<file path="src/rtl/core/hlc_pkg.sv">
// ----------------------------------------------------------------------------
// hlc_pkg
// Shared types and constants of the homogeneous line clipper.
// ----------------------------------------------------------------------------
package hlc_pkg;

  localparam int DEF_COORD_WIDTH   = 32;
  localparam int DEF_FRACTION_BITS = 16;

  localparam int APB_ADDR_W = 4;
  localparam int APB_DATA_W = 32;

  localparam logic [1:0] REG_WIN_LEFT   = 2'd0;
  localparam logic [1:0] REG_WIN_RIGHT  = 2'd1;
  localparam logic [1:0] REG_WIN_TOP    = 2'd2;
  localparam logic [1:0] REG_WIN_BOTTOM = 2'd3;

  localparam logic [7:0] WIN_LEFT_RST   = 8'd0;
  localparam logic [7:0] WIN_RIGHT_RST  = 8'd127;
  localparam logic [7:0] WIN_TOP_RST    = 8'd0;
  localparam logic [7:0] WIN_BOTTOM_RST = 8'd63;

  typedef struct packed {
    logic [7:0] left;
    logic [7:0] right;
    logic [7:0] top;
    logic [7:0] bottom;
  } win_t;

  typedef enum logic {
    OP_DIV,
    OP_MUL
  } arith_op_t;

  typedef struct packed {
    logic      start;
    arith_op_t op;
  } arith_req_t;

endpackage

</file>
<file path="src/rtl/core/hlc_arith.sv">
// ----------------------------------------------------------------------------
// hlc_arith
// Shared bit-serial unit: restoring divide or shift-add multiply, one bit
// per cycle.
// ----------------------------------------------------------------------------
module hlc_arith
  import hlc_pkg::*;
#(
  parameter int REM_W = DEF_COORD_WIDTH + 3,
  parameter int QUO_W = DEF_COORD_WIDTH + 10,
  parameter int CNT_W = $clog2(DEF_COORD_WIDTH + 11)
) (
  input  logic             clk,
  input  logic             rst_n,
  input  arith_req_t       req,
  input  logic [REM_W-1:0] a_init,
  input  logic [QUO_W-1:0] b_init,
  input  logic [REM_W-1:0] operand,
  input  logic [CNT_W-1:0] steps,
  output logic             done,
  output logic [REM_W-1:0] a_q,
  output logic [QUO_W-1:0] b_q
);

  logic             busy_r, busy_nxt;
  logic             done_r, done_nxt;
  arith_op_t        op_r, op_nxt;
  logic [CNT_W-1:0] cnt_r, cnt_nxt;
  logic [REM_W-1:0] a_r, a_nxt;
  logic [QUO_W-1:0] b_r, b_nxt;
  logic [REM_W-1:0] d_r, d_nxt;
  logic [REM_W-1:0] trial;
  logic [REM_W-1:0] acc;

  always_comb begin
    trial    = {a_r[REM_W-2:0], b_r[QUO_W-1]};
    acc      = a_r + (b_r[0] ? d_r : '0);
    busy_nxt = busy_r;
    done_nxt = 1'b0;
    op_nxt   = op_r;
    cnt_nxt  = cnt_r;
    a_nxt    = a_r;
    b_nxt    = b_r;
    d_nxt    = d_r;
    if (req.start) begin
      busy_nxt = 1'b1;
      op_nxt   = req.op;
      cnt_nxt  = steps;
      a_nxt    = a_init;
      b_nxt    = b_init;
      d_nxt    = operand;
    end else if (busy_r) begin
      unique case (op_r)
        OP_DIV: begin
          if (trial >= d_r) begin
            a_nxt = trial - d_r;
            b_nxt = {b_r[QUO_W-2:0], 1'b1};
          end else begin
            a_nxt = trial;
            b_nxt = {b_r[QUO_W-2:0], 1'b0};
          end
        end
        OP_MUL: begin
          a_nxt = {1'b0, acc[REM_W-1:1]};
          b_nxt = {acc[0], b_r[QUO_W-1:1]};
        end
        default: ;
      endcase
      cnt_nxt = cnt_r - CNT_W'(1);
      if (cnt_r == CNT_W'(1)) begin
        busy_nxt = 1'b0;
        done_nxt = 1'b1;
      end
    end
  end

  always_ff @(posedge clk) begin
    if (!rst_n) begin
      busy_r <= 1'b0;
      done_r <= 1'b0;
      op_r   <= OP_DIV;
      cnt_r  <= '0;
    end else begin
      busy_r <= busy_nxt;
      done_r <= done_nxt;
      op_r   <= op_nxt;
      cnt_r  <= cnt_nxt;
    end
    a_r <= a_nxt;
    b_r <= b_nxt;
    d_r <= d_nxt;
  end

  assign done = done_r;
  assign a_q  = a_r;
  assign b_q  = b_r;

endmodule

</file>
<file path="src/rtl/core/hlc_ctrl.sv">
// ----------------------------------------------------------------------------
// hlc_ctrl
// Sequencer: outcodes, plane parameters, interpolation, viewport mapping
// and result register. Divides and interpolation products use the shared unit.
// ----------------------------------------------------------------------------
module hlc_ctrl
  import hlc_pkg::*;
#(
  parameter int COORD_WIDTH   = DEF_COORD_WIDTH,
  parameter int FRACTION_BITS = DEF_FRACTION_BITS
) (
  input  logic                          clk,
  input  logic                          rst_n,
  input  win_t                          win,
  input  logic                          in_valid,
  output logic                          in_ready,
  input  logic                          in_pen_down,
  input  logic signed [COORD_WIDTH-1:0] in_clip_x,
  input  logic signed [COORD_WIDTH-1:0] in_clip_y,
  input  logic signed [COORD_WIDTH-1:0] in_clip_z,
  input  logic signed [COORD_WIDTH-1:0] in_clip_w,
  output logic                          out_valid,
  input  logic                          out_ready,
  output logic                          out_is_line,
  output logic [7:0]                    out_start_x,
  output logic [7:0]                    out_start_y,
  output logic [7:0]                    out_end_x,
  output logic [7:0]                    out_end_y,
  output logic                          out_last_of_run
);

  localparam int CW   = COORD_WIDTH;
  localparam int FB   = FRACTION_BITS;
  localparam int DW   = CW + 1;
  localparam int MW   = CW + 2;
  localparam int RW   = CW + 3;
  localparam int PW   = CW + 10;
  localparam int QW   = PW;
  localparam int AW   = FB + 1;
  localparam int CNTW = $clog2(QW + 1);

  localparam logic [AW-1:0] ALPHA_ONE = {1'b1, {FB{1'b0}}};

  localparam logic [2:0] PL_XLO = 3'd0;
  localparam logic [2:0] PL_XHI = 3'd1;
  localparam logic [2:0] PL_YLO = 3'd2;
  localparam logic [2:0] PL_YHI = 3'd3;
  localparam logic [2:0] PL_ZLO = 3'd4;
  localparam logic [2:0] PL_ZHI = 3'd5;

  localparam logic [1:0] K_X = 2'd0;
  localparam logic [1:0] K_Y = 2'd1;
  localparam logic [1:0] K_W = 2'd3;

  typedef logic signed [CW-1:0] coord_t;

  typedef enum logic [4:0] {
    ST_IDLE, ST_DECIDE, ST_PDIST, ST_PMAG, ST_PCHK, ST_PDIV, ST_PUPD, ST_POST,
    ST_EXIT, ST_ISUB, ST_IMUL, ST_IWAIT, ST_MSUM, ST_MMUL, ST_MDIV0, ST_MDIV,
    ST_MSAT, ST_EMIT, ST_FINISH
  } state_t;

  state_t             state_r, state_nxt;
  coord_t             new_r [4];
  coord_t             new_nxt [4];
  coord_t             prev_r [4];
  coord_t             prev_nxt [4];
  coord_t             pt_r [4];
  coord_t             pt_nxt [4];
  logic [5:0]         nc_r, nc_nxt, oc_r, oc_nxt, prev_oc_r, prev_oc_nxt;
  logic               draw_r, draw_nxt;
  logic [2:0]         pl_r, pl_nxt;
  logic [1:0]         k_r, k_nxt;
  logic               ax_r, ax_nxt;
  logic [AW-1:0]      aold_r, aold_nxt, anew_r, anew_nxt, alpha_r, alpha_nxt;
  logic signed [DW-1:0] dold_r, dold_nxt, dnew_r, dnew_nxt, d_r, d_nxt, sum_r, sum_nxt;
  logic [MW-1:0]      num_r, num_nxt, den_r, den_nxt;
  logic signed [PW-1:0] prod_r, prod_nxt, scl_r, scl_nxt;
  logic               neg_r, neg_nxt;
  logic               line_r, line_nxt, last_r, last_nxt;
  logic [7:0]         ex_r, ex_nxt, ey_r, ey_nxt;
  logic [7:0]         pen_x_r, pen_x_nxt, pen_y_r, pen_y_nxt;
  logic               ov_r, ov_nxt, oline_r, oline_nxt, olast_r, olast_nxt;
  logic [7:0]         osx_r, osx_nxt, osy_r, osy_nxt, oex_r, oex_nxt, oey_r, oey_nxt;

  logic signed [DW-1:0] ix, iy, iz, iw, sxl, sxh, syl, syh, szl;
  logic [5:0]         nc_in;
  logic [5:0]         mask;
  logic signed [MW-1:0] diff, dold_ext;
  logic signed [8:0]  span;
  logic signed [PW:0] cv;
  logic [AW-1:0]      upd_old, upd_new;
  logic [DW-1:0]      pmul;
  logic signed [DW-1:0] pa;
  coord_t             pw;

  arith_req_t         ar_req;
  logic [RW-1:0]      ar_a_init, ar_operand, ar_a;
  logic [QW-1:0]      ar_b_init, ar_b;
  logic [CNTW-1:0]    ar_steps;
  logic               ar_done;

  hlc_arith #(
    .REM_W (RW),
    .QUO_W (QW),
    .CNT_W (CNTW)
  ) u_arith (
    .clk     (clk),
    .rst_n   (rst_n),
    .req     (ar_req),
    .a_init  (ar_a_init),
    .b_init  (ar_b_init),
    .operand (ar_operand),
    .steps   (ar_steps),
    .done    (ar_done),
    .a_q     (ar_a),
    .b_q     (ar_b)
  );

  function automatic logic signed [DW-1:0] pdist(input coord_t vx, input coord_t vy,
                                                  input coord_t vz, input coord_t vw,
                                                  input logic [2:0] pl);
    logic signed [DW-1:0] r;
    unique case (pl)
      PL_XLO:  r = DW'(vx) + DW'(vw);
      PL_XHI:  r = DW'(vx) - DW'(vw);
      PL_YLO:  r = DW'(vy) + DW'(vw);
      PL_YHI:  r = DW'(vy) - DW'(vw);
      PL_ZLO:  r = DW'(vz) + DW'(vw);
      PL_ZHI:  r = DW'(vz);
      default: r = '0;
    endcase
    return r;
  endfunction

  assign ix  = DW'(in_clip_x);
  assign iy  = DW'(in_clip_y);
  assign iz  = DW'(in_clip_z);
  assign iw  = DW'(in_clip_w);
  assign sxl = ix + iw;
  assign sxh = ix - iw;
  assign syl = iy + iw;
  assign syh = iy - iw;
  assign szl = iz + iw;
  assign nc_in = {(iz > 0), (szl < 0), (syh > 0), (syl < 0), (sxh > 0), (sxl < 0)};

  assign mask = nc_r | oc_r;
  assign pw   = pt_r[K_W];

  always_comb begin
    state_nxt   = state_r;
    new_nxt     = new_r;
    prev_nxt    = prev_r;
    pt_nxt      = pt_r;
    nc_nxt      = nc_r;
    oc_nxt      = oc_r;
    prev_oc_nxt = prev_oc_r;
    draw_nxt    = draw_r;
    pl_nxt      = pl_r;
    k_nxt       = k_r;
    ax_nxt      = ax_r;
    aold_nxt    = aold_r;
    anew_nxt    = anew_r;
    alpha_nxt   = alpha_r;
    dold_nxt    = dold_r;
    dnew_nxt    = dnew_r;
    d_nxt       = d_r;
    sum_nxt     = sum_r;
    num_nxt     = num_r;
    den_nxt     = den_r;
    prod_nxt    = prod_r;
    scl_nxt     = scl_r;
    neg_nxt     = neg_r;
    line_nxt    = line_r;
    last_nxt    = last_r;
    ex_nxt      = ex_r;
    ey_nxt      = ey_r;
    pen_x_nxt   = pen_x_r;
    pen_y_nxt   = pen_y_r;
    ov_nxt      = ov_r;
    oline_nxt   = oline_r;
    olast_nxt   = olast_r;
    osx_nxt     = osx_r;
    osy_nxt     = osy_r;
    oex_nxt     = oex_r;
    oey_nxt     = oey_r;
    ar_req      = '{start: 1'b0, op: OP_DIV};
    ar_a_init   = '0;
    ar_b_init   = '0;
    ar_operand  = '0;
    ar_steps    = '0;
    diff        = MW'(dold_r) - MW'(dnew_r);
    dold_ext    = MW'(dold_r);
    span        = ax_r ? ($signed({1'b0, win.bottom}) - $signed({1'b0, win.top}))
                       : ($signed({1'b0, win.right}) - $signed({1'b0, win.left}));
    cv          = ax_r ? ($signed((PW+1)'({1'b0, win.bottom})) - (PW+1)'(scl_r))
                       : ($signed((PW+1)'({1'b0, win.left})) + (PW+1)'(scl_r));
    upd_old     = aold_r;
    upd_new     = anew_r;
    pmul        = DW'({ar_a, ar_b[QW-1]});
    pa          = DW'(prev_r[k_r]);

    if (ov_r && out_ready) begin
      ov_nxt = 1'b0;
    end

    unique case (state_r)
      ST_IDLE: begin
        if (in_valid) begin
          new_nxt[0] = in_clip_x;
          new_nxt[1] = in_clip_y;
          new_nxt[2] = in_clip_z;
          new_nxt[3] = in_clip_w;
          nc_nxt     = nc_in;
          oc_nxt     = prev_oc_r;
          draw_nxt   = in_pen_down;
          state_nxt  = ST_DECIDE;
        end
      end
      ST_DECIDE: begin
        ax_nxt = 1'b0;
        if (draw_r) begin
          if ((nc_r & oc_r) != '0) begin
            state_nxt = ST_FINISH;
          end else if (mask == '0) begin
            pt_nxt    = new_r;
            line_nxt  = 1'b1;
            last_nxt  = 1'b1;
            state_nxt = ST_MSUM;
          end else begin
            aold_nxt  = '0;
            anew_nxt  = ALPHA_ONE;
            pl_nxt    = PL_XLO;
            state_nxt = ST_PDIST;
          end
        end else if (nc_r == '0) begin
          pt_nxt    = new_r;
          line_nxt  = 1'b0;
          last_nxt  = 1'b1;
          state_nxt = ST_MSUM;
        end else begin
          state_nxt = ST_FINISH;
        end
      end
      ST_PDIST: begin
        if (mask[pl_r]) begin
          dold_nxt  = pdist(prev_r[0], prev_r[1], prev_r[2], prev_r[3], pl_r);
          dnew_nxt  = pdist(new_r[0], new_r[1], new_r[2], new_r[3], pl_r);
          state_nxt = ST_PMAG;
        end else if (pl_r == PL_ZHI) begin
          state_nxt = ST_POST;
        end else begin
          pl_nxt = pl_r + 3'd1;
        end
      end
      ST_PMAG: begin
        num_nxt   = dold_ext[MW-1] ? MW'(-dold_ext) : MW'(dold_ext);
        den_nxt   = diff[MW-1] ? MW'(-diff) : MW'(diff);
        state_nxt = ST_PCHK;
      end
      ST_PCHK: begin
        if (den_r == '0) begin
          alpha_nxt = '0;
          state_nxt = ST_PUPD;
        end else if (num_r >= den_r) begin
          alpha_nxt = ALPHA_ONE;
          state_nxt = ST_PUPD;
        end else begin
          ar_req     = '{start: 1'b1, op: OP_DIV};
          ar_a_init  = RW'(num_r);
          ar_b_init  = '0;
          ar_operand = RW'(den_r);
          ar_steps   = CNTW'(FB);
          state_nxt  = ST_PDIV;
        end
      end
      ST_PDIV: begin
        if (ar_done) begin
          alpha_nxt = {1'b0, ar_b[FB-1:0]};
          state_nxt = ST_PUPD;
        end
      end
      ST_PUPD: begin
        if (oc_r[pl_r]) begin
          if (aold_r < alpha_r) begin
            upd_old = alpha_r;
          end
        end else if (anew_r > alpha_r) begin
          upd_new = alpha_r;
        end
        aold_nxt = upd_old;
        anew_nxt = upd_new;
        if (upd_old > upd_new) begin
          state_nxt = ST_FINISH;
        end else if (pl_r == PL_ZHI) begin
          state_nxt = ST_POST;
        end else begin
          pl_nxt    = pl_r + 3'd1;
          state_nxt = ST_PDIST;
        end
      end
      ST_POST: begin
        if (oc_r != '0) begin
          alpha_nxt = aold_r;
          line_nxt  = 1'b0;
          last_nxt  = 1'b0;
          k_nxt     = K_X;
          state_nxt = ST_ISUB;
        end else begin
          state_nxt = ST_EXIT;
        end
      end
      ST_EXIT: begin
        line_nxt = 1'b1;
        last_nxt = 1'b1;
        ax_nxt   = 1'b0;
        if (nc_r != '0) begin
          alpha_nxt = anew_r;
          k_nxt     = K_X;
          state_nxt = ST_ISUB;
        end else begin
          pt_nxt    = new_r;
          state_nxt = ST_MSUM;
        end
      end
      ST_ISUB: begin
        d_nxt     = DW'(new_r[k_r]) - DW'(prev_r[k_r]);
        state_nxt = ST_IMUL;
      end
      ST_IMUL: begin
        ar_req     = '{start: 1'b1, op: OP_MUL};
        ar_a_init  = '0;
        ar_b_init  = QW'(alpha_r);
        ar_operand = d_r[DW-1] ? RW'(-d_r) : RW'(d_r);
        ar_operand = d_r[DW-1] ? RW'(DW'(-d_r)) : RW'(DW'(d_r));
        ar_steps   = CNTW'(AW);
        state_nxt  = ST_IWAIT;
      end
      ST_IWAIT: begin
        if (ar_done) begin
          pt_nxt[k_r] = d_r[DW-1] ? CW'(pa - $signed(pmul)) : CW'(pa + $signed(pmul));
          if (k_r == K_W) begin
            ax_nxt    = 1'b0;
            state_nxt = ST_MSUM;
          end else begin
            k_nxt     = k_r + 2'd1;
            state_nxt = ST_ISUB;
          end
        end
      end
      ST_MSUM: begin
        if (pw[CW-1] || (pw == '0)) begin
          scl_nxt   = '0;
          state_nxt = ST_MSAT;
        end else begin
          sum_nxt   = DW'(pw) + DW'(pt_r[ax_r ? K_Y : K_X]);
          state_nxt = ST_MMUL;
        end
      end
      ST_MMUL: begin
        prod_nxt  = PW'(span) * PW'(sum_r);
        state_nxt = ST_MDIV0;
      end
      ST_MDIV0: begin
        ar_req     = '{start: 1'b1, op: OP_DIV};
        ar_a_init  = '0;
        ar_b_init  = prod_r[PW-1] ? QW'(-prod_r) : QW'(prod_r);
        ar_operand = RW'({pw, 1'b0});
        ar_steps   = CNTW'(QW);
        neg_nxt    = prod_r[PW-1];
        state_nxt  = ST_MDIV;
      end
      ST_MDIV: begin
        if (ar_done) begin
          scl_nxt   = neg_r ? -$signed(ar_b) : $signed(ar_b);
          state_nxt = ST_MSAT;
        end
      end
      ST_MSAT: begin
        if (cv < 0) begin
          if (ax_r) ey_nxt = 8'd0; else ex_nxt = 8'd0;
        end else if (cv > (PW+1)'(255)) begin
          if (ax_r) ey_nxt = 8'd255; else ex_nxt = 8'd255;
        end else begin
          if (ax_r) ey_nxt = cv[7:0]; else ex_nxt = cv[7:0];
        end
        if (ax_r) begin
          state_nxt = ST_EMIT;
        end else begin
          ax_nxt    = 1'b1;
          state_nxt = ST_MSUM;
        end
      end
      ST_EMIT: begin
        if (!ov_r || out_ready) begin
          ov_nxt    = 1'b1;
          oline_nxt = line_r;
          olast_nxt = last_r;
          osx_nxt   = pen_x_r;
          osy_nxt   = pen_y_r;
          oex_nxt   = ex_r;
          oey_nxt   = ey_r;
          pen_x_nxt = ex_r;
          pen_y_nxt = ey_r;
          state_nxt = last_r ? ST_FINISH : ST_EXIT;
        end
      end
      ST_FINISH: begin
        prev_nxt    = new_r;
        prev_oc_nxt = nc_r;
        state_nxt   = ST_IDLE;
      end
      default: state_nxt = ST_IDLE;
    endcase
  end

  always_ff @(posedge clk) begin
    if (!rst_n) begin
      state_r   <= ST_IDLE;
      prev_oc_r <= '0;
      pen_x_r   <= '0;
      pen_y_r   <= '0;
      ov_r      <= 1'b0;
      for (int i = 0; i < 4; i++) begin
        prev_r[i] <= '0;
      end
    end else begin
      state_r   <= state_nxt;
      prev_oc_r <= prev_oc_nxt;
      pen_x_r   <= pen_x_nxt;
      pen_y_r   <= pen_y_nxt;
      ov_r      <= ov_nxt;
      prev_r    <= prev_nxt;
    end
    new_r   <= new_nxt;
    pt_r    <= pt_nxt;
    nc_r    <= nc_nxt;
    oc_r    <= oc_nxt;
    draw_r  <= draw_nxt;
    pl_r    <= pl_nxt;
    k_r     <= k_nxt;
    ax_r    <= ax_nxt;
    aold_r  <= aold_nxt;
    anew_r  <= anew_nxt;
    alpha_r <= alpha_nxt;
    dold_r  <= dold_nxt;
    dnew_r  <= dnew_nxt;
    d_r     <= d_nxt;
    sum_r   <= sum_nxt;
    num_r   <= num_nxt;
    den_r   <= den_nxt;
    prod_r  <= prod_nxt;
    scl_r   <= scl_nxt;
    neg_r   <= neg_nxt;
    line_r  <= line_nxt;
    last_r  <= last_nxt;
    ex_r    <= ex_nxt;
    ey_r    <= ey_nxt;
    oline_r <= oline_nxt;
    olast_r <= olast_nxt;
    osx_r   <= osx_nxt;
    osy_r   <= osy_nxt;
    oex_r   <= oex_nxt;
    oey_r   <= oey_nxt;
  end

  assign in_ready        = (state_r == ST_IDLE);
  assign out_valid       = ov_r;
  assign out_is_line     = oline_r;
  assign out_start_x     = osx_r;
  assign out_start_y     = osy_r;
  assign out_end_x       = oex_r;
  assign out_end_y       = oey_r;
  assign out_last_of_run = olast_r;

endmodule

</file>
<file path="src/rtl/core/homogeneous_line_clip_viewport.sv">
// ----------------------------------------------------------------------------
// homogeneous_line_clip_viewport
// Clips move/draw commands in homogeneous clip space against six planes and
// maps the visible endpoints into an 8-bit screen window.
// ----------------------------------------------------------------------------
// Crossed planes, clipped endpoints and mapped points use the one shared
//   bit-serial divide/multiply unit.
// Throughput: one item at a time; in_ready is high only between items.
// Reset: synchronous rst_n restores window defaults, clears pen, previous
//   vertex and outcode.
// ----------------------------------------------------------------------------
module homogeneous_line_clip_viewport
  import hlc_pkg::*;
#(
  parameter int COORD_WIDTH   = DEF_COORD_WIDTH,
  parameter int FRACTION_BITS = DEF_FRACTION_BITS
) (
  input  logic                          clk,
  input  logic                          rst_n,
  input  logic                          psel,
  input  logic                          penable,
  input  logic                          pwrite,
  input  logic [APB_ADDR_W-1:0]         paddr,
  input  logic [APB_DATA_W-1:0]         pwdata,
  output logic [APB_DATA_W-1:0]         prdata,
  output logic                          pready,
  input  logic                          in_valid,
  output logic                          in_ready,
  input  logic                          in_pen_down,
  input  logic signed [COORD_WIDTH-1:0] in_clip_x,
  input  logic signed [COORD_WIDTH-1:0] in_clip_y,
  input  logic signed [COORD_WIDTH-1:0] in_clip_z,
  input  logic signed [COORD_WIDTH-1:0] in_clip_w,
  output logic                          out_valid,
  input  logic                          out_ready,
  output logic                          out_is_line,
  output logic [7:0]                    out_start_x,
  output logic [7:0]                    out_start_y,
  output logic [7:0]                    out_end_x,
  output logic [7:0]                    out_end_y,
  output logic                          out_last_of_run
);

  win_t       win_r, win_nxt;
  logic       wr_en;
  logic [1:0] reg_idx;
  logic [7:0] rd_val;

  assign pready  = 1'b1;
  assign wr_en   = psel && penable && pwrite;
  assign reg_idx = paddr[3:2];

  always_comb begin
    win_nxt = win_r;
    if (wr_en) begin
      unique case (reg_idx)
        REG_WIN_LEFT:   win_nxt.left   = pwdata[7:0];
        REG_WIN_RIGHT:  win_nxt.right  = pwdata[7:0];
        REG_WIN_TOP:    win_nxt.top    = pwdata[7:0];
        REG_WIN_BOTTOM: win_nxt.bottom = pwdata[7:0];
        default: ;
      endcase
    end
    unique case (reg_idx)
      REG_WIN_LEFT:   rd_val = win_r.left;
      REG_WIN_RIGHT:  rd_val = win_r.right;
      REG_WIN_TOP:    rd_val = win_r.top;
      REG_WIN_BOTTOM: rd_val = win_r.bottom;
      default:        rd_val = '0;
    endcase
  end

  assign prdata = APB_DATA_W'(rd_val);

  always_ff @(posedge clk) begin
    if (!rst_n) begin
      win_r <= '{left: WIN_LEFT_RST, right: WIN_RIGHT_RST,
                 top: WIN_TOP_RST, bottom: WIN_BOTTOM_RST};
    end else begin
      win_r <= win_nxt;
    end
  end

  hlc_ctrl #(
    .COORD_WIDTH   (COORD_WIDTH),
    .FRACTION_BITS (FRACTION_BITS)
  ) u_ctrl (
    .clk             (clk),
    .rst_n           (rst_n),
    .win             (win_r),
    .in_valid        (in_valid),
    .in_ready        (in_ready),
    .in_pen_down     (in_pen_down),
    .in_clip_x       (in_clip_x),
    .in_clip_y       (in_clip_y),
    .in_clip_z       (in_clip_z),
    .in_clip_w       (in_clip_w),
    .out_valid       (out_valid),
    .out_ready       (out_ready),
    .out_is_line     (out_is_line),
    .out_start_x     (out_start_x),
    .out_start_y     (out_start_y),
    .out_end_x       (out_end_x),
    .out_end_y       (out_end_y),
    .out_last_of_run (out_last_of_run)
  );

  a_busy_after_accept: assert property (@(posedge clk) disable iff (!rst_n)
    in_valid && in_ready |=> !in_ready)
    else $error("input taken twice in a row");

  a_entry_is_move: assert property (@(posedge clk) disable iff (!rst_n)
    out_valid && !out_last_of_run |-> !out_is_line)
    else $error("non-final item is not a pen move");

  a_run_holds_input: assert property (@(posedge clk) disable iff (!rst_n)
    out_valid && out_ready && !out_last_of_run |=> !in_ready)
    else $error("input accepted inside a result run");

endmodule

</file>
<file path="config.mk">
export PLATFORM = sky130hd
export DESIGN_NAME = homogeneous_line_clip_viewport
export DESIGN_NICKNAME = d
export VERILOG_FILES = /design/src/rtl/core/hlc_pkg.sv /design/src/rtl/core/hlc_arith.sv /design/src/rtl/core/hlc_ctrl.sv /design/src/rtl/core/homogeneous_line_clip_viewport.sv
export SDC_FILE = /design/constraint.sdc
export NUM_CORES = 2
export LEC_CHECK = 0
export ABC_CLOCK_PERIOD_IN_PS = 24100
export BUFFER_PORTS_ARGS = -buffer_cell sky130_fd_sc_hd__buf_4
export CORE_AREA = 2 2 524 526
export DETAILED_ROUTE_END_ITERATION = 16
export DIE_AREA = 0 0 526 528
export GPL_ROUTABILITY_DRIVEN = 0
export PLACE_DENSITY = 0.54
export SYNTH_ARGS = -nofsm -noshare
export SYNTH_HDL_FRONTEND = slang
export SYNTH_SLANG_ARGS = --single-unit
</file>
<file path="constraint.sdc">
create_clock -name clk -period 24.1 [get_ports clk]
set_input_delay 2.41 -clock clk [delete_from_list [all_inputs] [get_ports clk]]
set_output_delay 2.41 -clock clk [all_outputs]
set_load 0.02 [all_outputs]
</file>
* After elaboration in Yosys (flattened, before gate mapping) *
Cells that the tools add are included.

storage, ports and cells
  word-level logic and storage cells = 360
  input bits = 172
  bits in read-only memories = 0
  memories = 0
  memory bits (writable) = 0
  latch bits = 0
  output and inout bits = 69
  bits in registers = 972

cells by class
  bitwise gates (word level) = 9
  multiplexer cells = 145
  multipliers = 1
  shift operators = 0
  reduce and logical (&&, ||, !) cells = 47
  order comparisons = 17
  add/subtract/negate cells = 34
  divide/modulo/power cells = 0
  equal/unequal tests = 49

operators with widths
  cell                                                                               number
  128-bit 2-to-1 mux                                                                 6
  33-bit case mux with 6 select lines                                                2
  128-bit case mux with 3 select lines                                               1
  32-bit by 32-bit adder with 33-bit output                                          10
  17-bit 2-to-1 mux                                                                  17
  32-bit 2-to-1 mux                                                                  9
  35-bit 2-to-1 mux                                                                  8
  42-bit 2-to-1 mux                                                                  6
  42-bit case mux with 2 select lines                                                3
  32-bit by 32-bit subtractor with 33-bit output                                     7
  32-bit binary-select mux with 2-bit select                                         3
  128-bit bitwise mux                                                                1
  35-bit case mux with 3 select lines                                                1
  33-bit by 1-bit < comparator with 1-bit output (second input constant)             3
  5-bit case mux with 18 select lines                                                1
  42-bit negation                                                                    2
  5-bit 2-to-1 mux                                                                   16
  8-bit 2-to-1 mux                                                                   10
  35-bit case mux with 2 select lines                                                1
  34-bit 2-to-1 mux                                                                  2
  17-bit case mux with 2 select lines                                                2
  17-bit case mux with 4 select lines                                                1
  33-bit by 1-bit greater-than comparator with 1-bit output (second input constant)  2
  32-bit demux with 2-bit select                                                     1
  other kinds (78)                                                                   187

* Logic depth before layout (Yosys ltp) *
  depth in word-level cells = 9
  mapped depth = 35
  depth with buffers taken out = 34

* Cells and area by module *
From an unflattened synthesis, not the netlist that was laid out.

second synthesis, totals
  cells, all modules = 8,930
  area, all modules = 82,674.3 um^2

by module, submodules not included
  module                          cells an instance  sequential area each (um^2)  area an instance (um^2)  instances
  hlc_ctrl                        7,660              22,071.2                     70,936.8                 1
  hlc_arith                       1,107              3,543.4                      10,028.4                 1
  homogeneous_line_clip_viewport  163                640.6                        1,709.1                  1

* Worst setup path after synthesis *
OpenSTA, ideal clock, no wires.

  path kind = register to register
  start point = register u_ctrl.ax_r
  end point = register u_ctrl.prod_r[41] (data pin)
  required time = 23.840 ns
  buffers on the path = 6
  stages on the path, launching flop included = 28
  setup time = 0.260 ns
  period minus slack after synthesis = 7.556 ns
  setup slack = 16.544 ns
  arrival time = 7.296 ns
  cells stage by stage = edfxtp_1 > clkbuf_1 > clkbuf_1 > buf_1 > clkbuf_1 > clkbuf_1 > mux2i_1 > clkbuf_1 > nand2_1 > fa_1 > inv_1 > fa_1 > fa_1 > fa_1 > inv_1 > fa_1 > inv_1 > ha_1 > o21ai_0 > a21boi_0 > o31a_1 > o21ai_0 > o21ai_0 > a211oi_1 > o2111ai_1 > a31o_2 > a21oi_1 > xnor2_1

between the ends
  cells in the longest elaborated chain, start to end = 2

RTL lines
  element                                        line             text
  from (decl)                                    hlc_ctrl.sv:74   logic ax_r, ax_nxt;
  from (signal assigned)                         hlc_ctrl.sv:442  ax_r <= ax_nxt;
  9-bit 2-to-1 mux                               hlc_ctrl.sv:194  span = ax_r ? ($signed({1'b0, win.bottom}) - $signed({1'b0, win.top}))
  9-bit by 33-bit multiplier with 42-bit output  hlc_ctrl.sv:361  prod_nxt = PW'(span) * PW'(sum_r);
  to (signal assigned)                           hlc_ctrl.sv:452  prod_r <= prod_nxt;
  to (decl)                                      hlc_ctrl.sv:78   logic signed [PW-1:0] prod_r, prod_nxt, scl_r, scl_nxt;

No other way between the ends.
A chain may end at the register's enable or synchronous reset.

* Worst setup path after layout *
  start point = register win_r[25] (netlist name)
  end point = register u_ctrl.prod_r[40] (data pin)

between the ends
  cells in the longest elaborated chain, start to end = 3

RTL lines
  element                                        line                                  text
  from (decl)                                    homogeneous_line_clip_viewport.sv:44  win_t win_r, win_nxt;
  from (signal assigned)                         homogeneous_line_clip_viewport.sv:77  win_r <= '{left: WIN_LEFT_RST, right: WIN_RIGHT_RST,
  from (signal assigned)                         homogeneous_line_clip_viewport.sv:80  win_r <= win_nxt;
  8-bit by 8-bit subtractor with 9-bit output    hlc_ctrl.sv:195                       : ($signed({1'b0, win.right}) - $signed({1'b0, win.left}));
  9-bit 2-to-1 mux                               hlc_ctrl.sv:194
  9-bit by 33-bit multiplier with 42-bit output  hlc_ctrl.sv:361

No other way between the ends.

==> flow_metrics.env <==
export IMPL_synth_fa_ha_area_share_pct=17.1
export IMPL_ys_seq_elements=940
export IMPL_r2r_cells=32
export IMPL_grt_pass1_vias=67900
export IMPL_clk_path_buf_depth=3
export IMPL_cp_slowest_cell="a2111oi_0"
export IMPL_yosys_warnings=0
export IMPL_startpoint_type="flop"
export IMPL_use_met3_pct=2.79
export IMPL_placed_area_um2=86700
export IMPL_gr_total_overflow=0
export IMPL_met1_usage_pct=25.2
export IMPL_busiest_layer="met2"
export IMPL_post_cts_buffers=0
export IMPL_worst_pin_slew_ps=1280
export IMPL_root_buffer="clkbuf_16"
export IMPL_ir_drop_mv=0.211
export IMPL_rows=192
export IMPL_mostFrequentLayoutCells="931 x nand2_1, 743 x edfxtp_1, 703 x ha_1, 652 x inv_1, 622 x a21oi_1"
export IMPL_crit_type="flop to flop"
export IMPL_clk_latency_ps=780
export IMPL_avgViaCountPerCell=5.53
export IMPL_ioPinCount=241
export IMPL_postSynthCellCount=8789
export IMPL_drt_first_pass_iters=9
export IMPL_ys_flop_type="edfxtp_1"
export IMPL_vias=69200
export IMPL_synth_area_um2=81300
export IMPL_post_route_drc_count=0
export IMPL_final_common_cell="nand2_1"
export IMPL_dieArea_um2=278000
export IMPL_dp_hpwl_mm=218
export IMPL_cts_hold_buffers=0
export IMPL_die_x_um=526
export IMPL_slew_viol_final=0
export IMPL_drt_total_wl_mm=277
export IMPL_cp_slowest_stage_delay_ps=610
export IMPL_syn_area_per_cell_um2=9.25
export IMPL_synthSimpleGateAreaFrac_pct=15.6
export IMPL_hp_class="flop to flop"
export IMPL_arrival_ps=9220
export IMPL_ant_nets=0
export IMPL_synth_compound_area_share_pct=18.2
export IMPL_cp_end_kind="flop"
export IMPL_synthToLayoutAreaGrowth_pct=11.2
export IMPL_max_cap_violations=0
export IMPL_yosysUniqueCellTypes=100
export IMPL_synth_edf_count=743
export IMPL_fin_worst_skew_ps=88.8
export IMPL_met2_usage_pct=31.2
export IMPL_fin_crit_sh_pct=36.4
export IMPL_hold_viol_final=0
export IMPL_grt_pass1_wl_mm=415
export IMPL_cts_clk_slew_worst_paths_ps=60
export IMPL_layout_nets=9958
export IMPL_critPathMaxFanout=34
export IMPL_drive_gt1_share_pct=8.78
export IMPL_tns_ps=0
export IMPL_p_per_area_nw_per_um2=129
export IMPL_path_delay_family="compound AO/OA/AOI/OAI gates"
export IMPL_cts_buffers=109
export IMPL_antenna_found_initial=7
export IMPL_fmax_mhz=114
export IMPL_async_reset_ff_share_pct=0
export IMPL_maxSlewHeadroom_pct=12.5
export IMPL_synth_mux_area_share_pct=5.95
export IMPL_start_util_pct=29.8
export IMPL_yosysSeqAreaShare_pct=32.3
export IMPL_track_usage_pct=19.2
export IMPL_grt_start_max_net_pins=89
export IMPL_holdPathStages=0
export IMPL_core_area_um2=272000
export IMPL_wl_per_cell_um=22.2
export IMPL_cts_resized=0
export IMPL_crit_required_ps=24550
export IMPL_crit_cells=32
export IMPL_synth_top_family_by_area="compound AO/OA/AOI/OAI gates"
export IMPL_rsz0062_at_grt="no"
export IMPL_setup_viol=0
export IMPL_htreeDepth=3
export IMPL_cts_sinks=940
export IMPL_worstPathBufferInverterCount=6
export IMPL_fp_dieH_um=528
export IMPL_io_buffer_count=189
export IMPL_fin_crit_ps=8760
export IMPL_drtIter0Drc=6879
export IMPL_status="completed"
export IMPL_cts_tree="done"
export IMPL_power_leakage_nw=35.5
export IMPL_final_cell_area_um2=90400
export IMPL_synth_xor_area_share_pct=5.89
-- worst register-to-register path, delay by kind of cell, from the launching register on --
family	cells	cell delay (ps)
compound gates	12	3360
xor+xnor	1	110
fa+ha+maj	7	3000
buf+inv	6	720
flops	1	440
mux	2	340
simple gates	4	490
-- routing by layer --
| metal | vias to the layer above | part of all wire, % |
|---|---|---|
| met5 | - | 0 |
| met4 | 0 | 5.1 |
| met3 | 592 | 6.9 |
| met2 | 2781 | 45 |
| met1 | 33900 | 43 |
| li1 | 31900 | - |
-- cell usage after synthesis (all sizes together) (183+ instances only) --
| cell | instances | area [um^2] |
|---|---|---|
| a21o | 211 | 1590 |
| inv | 655 | 2460 |
| xor2 | 193 | 1690 |
| edfxtp | 743 | 22300 |
| nand2 | 933 | 3500 |
| xnor2 | 354 | 3100 |
| ha | 704 | 8810 |
| clkbuf | 313 | 1170 |
| mux2i | 183 | 1830 |
| and2 | 220 | 1380 |
| a21oi | 626 | 3130 |
| nor2 | 623 | 2350 |
| fa | 254 | 5080 |
| dfxtp | 197 | 3940 |
| o21ai | 458 | 2290 |
-- sequential cells by signal, indices dropped and copies added, names as in the netlist, 33 cells and up --
register and flops:
u_ctrl.dold_r 33, u_ctrl.scl_r 42, u_ctrl.pt_r 64, u_ctrl.sum_r 33, u_ctrl.new_r 128, u_ctrl.u_arith.b_q 42, u_ctrl.prod_r 42, u_ctrl.prev_r 128
u_ctrl.den_r 34, u_ctrl.u_arith.d_r 35, u_ctrl.dnew_r 33, u_ctrl.d_r 33, u_ctrl.u_arith.a_q 35, u_ctrl.num_r 34
-- area by class of cell --
cell class                 instances  area (um^2)
tap                             3589         4490
timing repair buffer             291         2180
inverter                         658         2470
multi-input combinational       6828        51300
fill                           27900       182000
antenna                            3         7.51
clock buffer                     129         2870
clock inverter                    77          817
sequential                       940        26300
-- worst paths after layout --
kind | endpoint | slack [ps] | from
max | u_ctrl.prod_r[40] | 15340 | win_r[25]
min | u_ctrl.out_start_y[6] | 390 | u_ctrl.pen_y_r[6]
max reg2reg | u_ctrl.prod_r[40] | 15340 | win_r[25]
min reg2reg | u_ctrl.out_start_y[6] | 390 | u_ctrl.pen_y_r[6]
-- power by group --
| group | internal [mW] | switching [mW] | total [mW] |
|---|---|---|---|
| Clock | 0.980 | 0.748 | 1.73 |
| Sequential | 2.42 | 0.317 | 2.74 |
| Combinational | 2.93 | 4.27 | 7.20 |
-- metrics by stage --
| stage | hold slack (ps) | setup WS [ps] | instances | power [mW] | util [%] |
|---|---|---|---|---|---|
| 5_1_grt | 406 | 14510 | 12500 | 12.6 | 33.2 |
| 3_5_place_dp | 414 | 15290 | 12300 | 9.86 | 31.8 |
| 6_report | 394 | 15340 | 12500 | 11.7 | 33.2 |
| 4_1_cts | 393 | 15170 | 12500 | 11.7 | 33.2 |
| 3_3_place_gp | 411 | 15350 | 12300 | 9.75 | 31.8 |
| 2_1_floorplan | 400 | 16540 | 8813 | 7.90 | - |
-- logic make-up after synthesis --
| family | count (synthesis) |
|---|---|
| and+or+nand+nor | 2659 |
| AOI/OAI and AO/OA | 2261 |
| buffers and inverters | 1045 |
| adders and majority gates | 958 |
| DFF | 940 |
| xor gates and xnor gates | 547 |
| muxes | 377 |
| other | 2 |
Note: power is estimated with default switching activity, not from simulation.
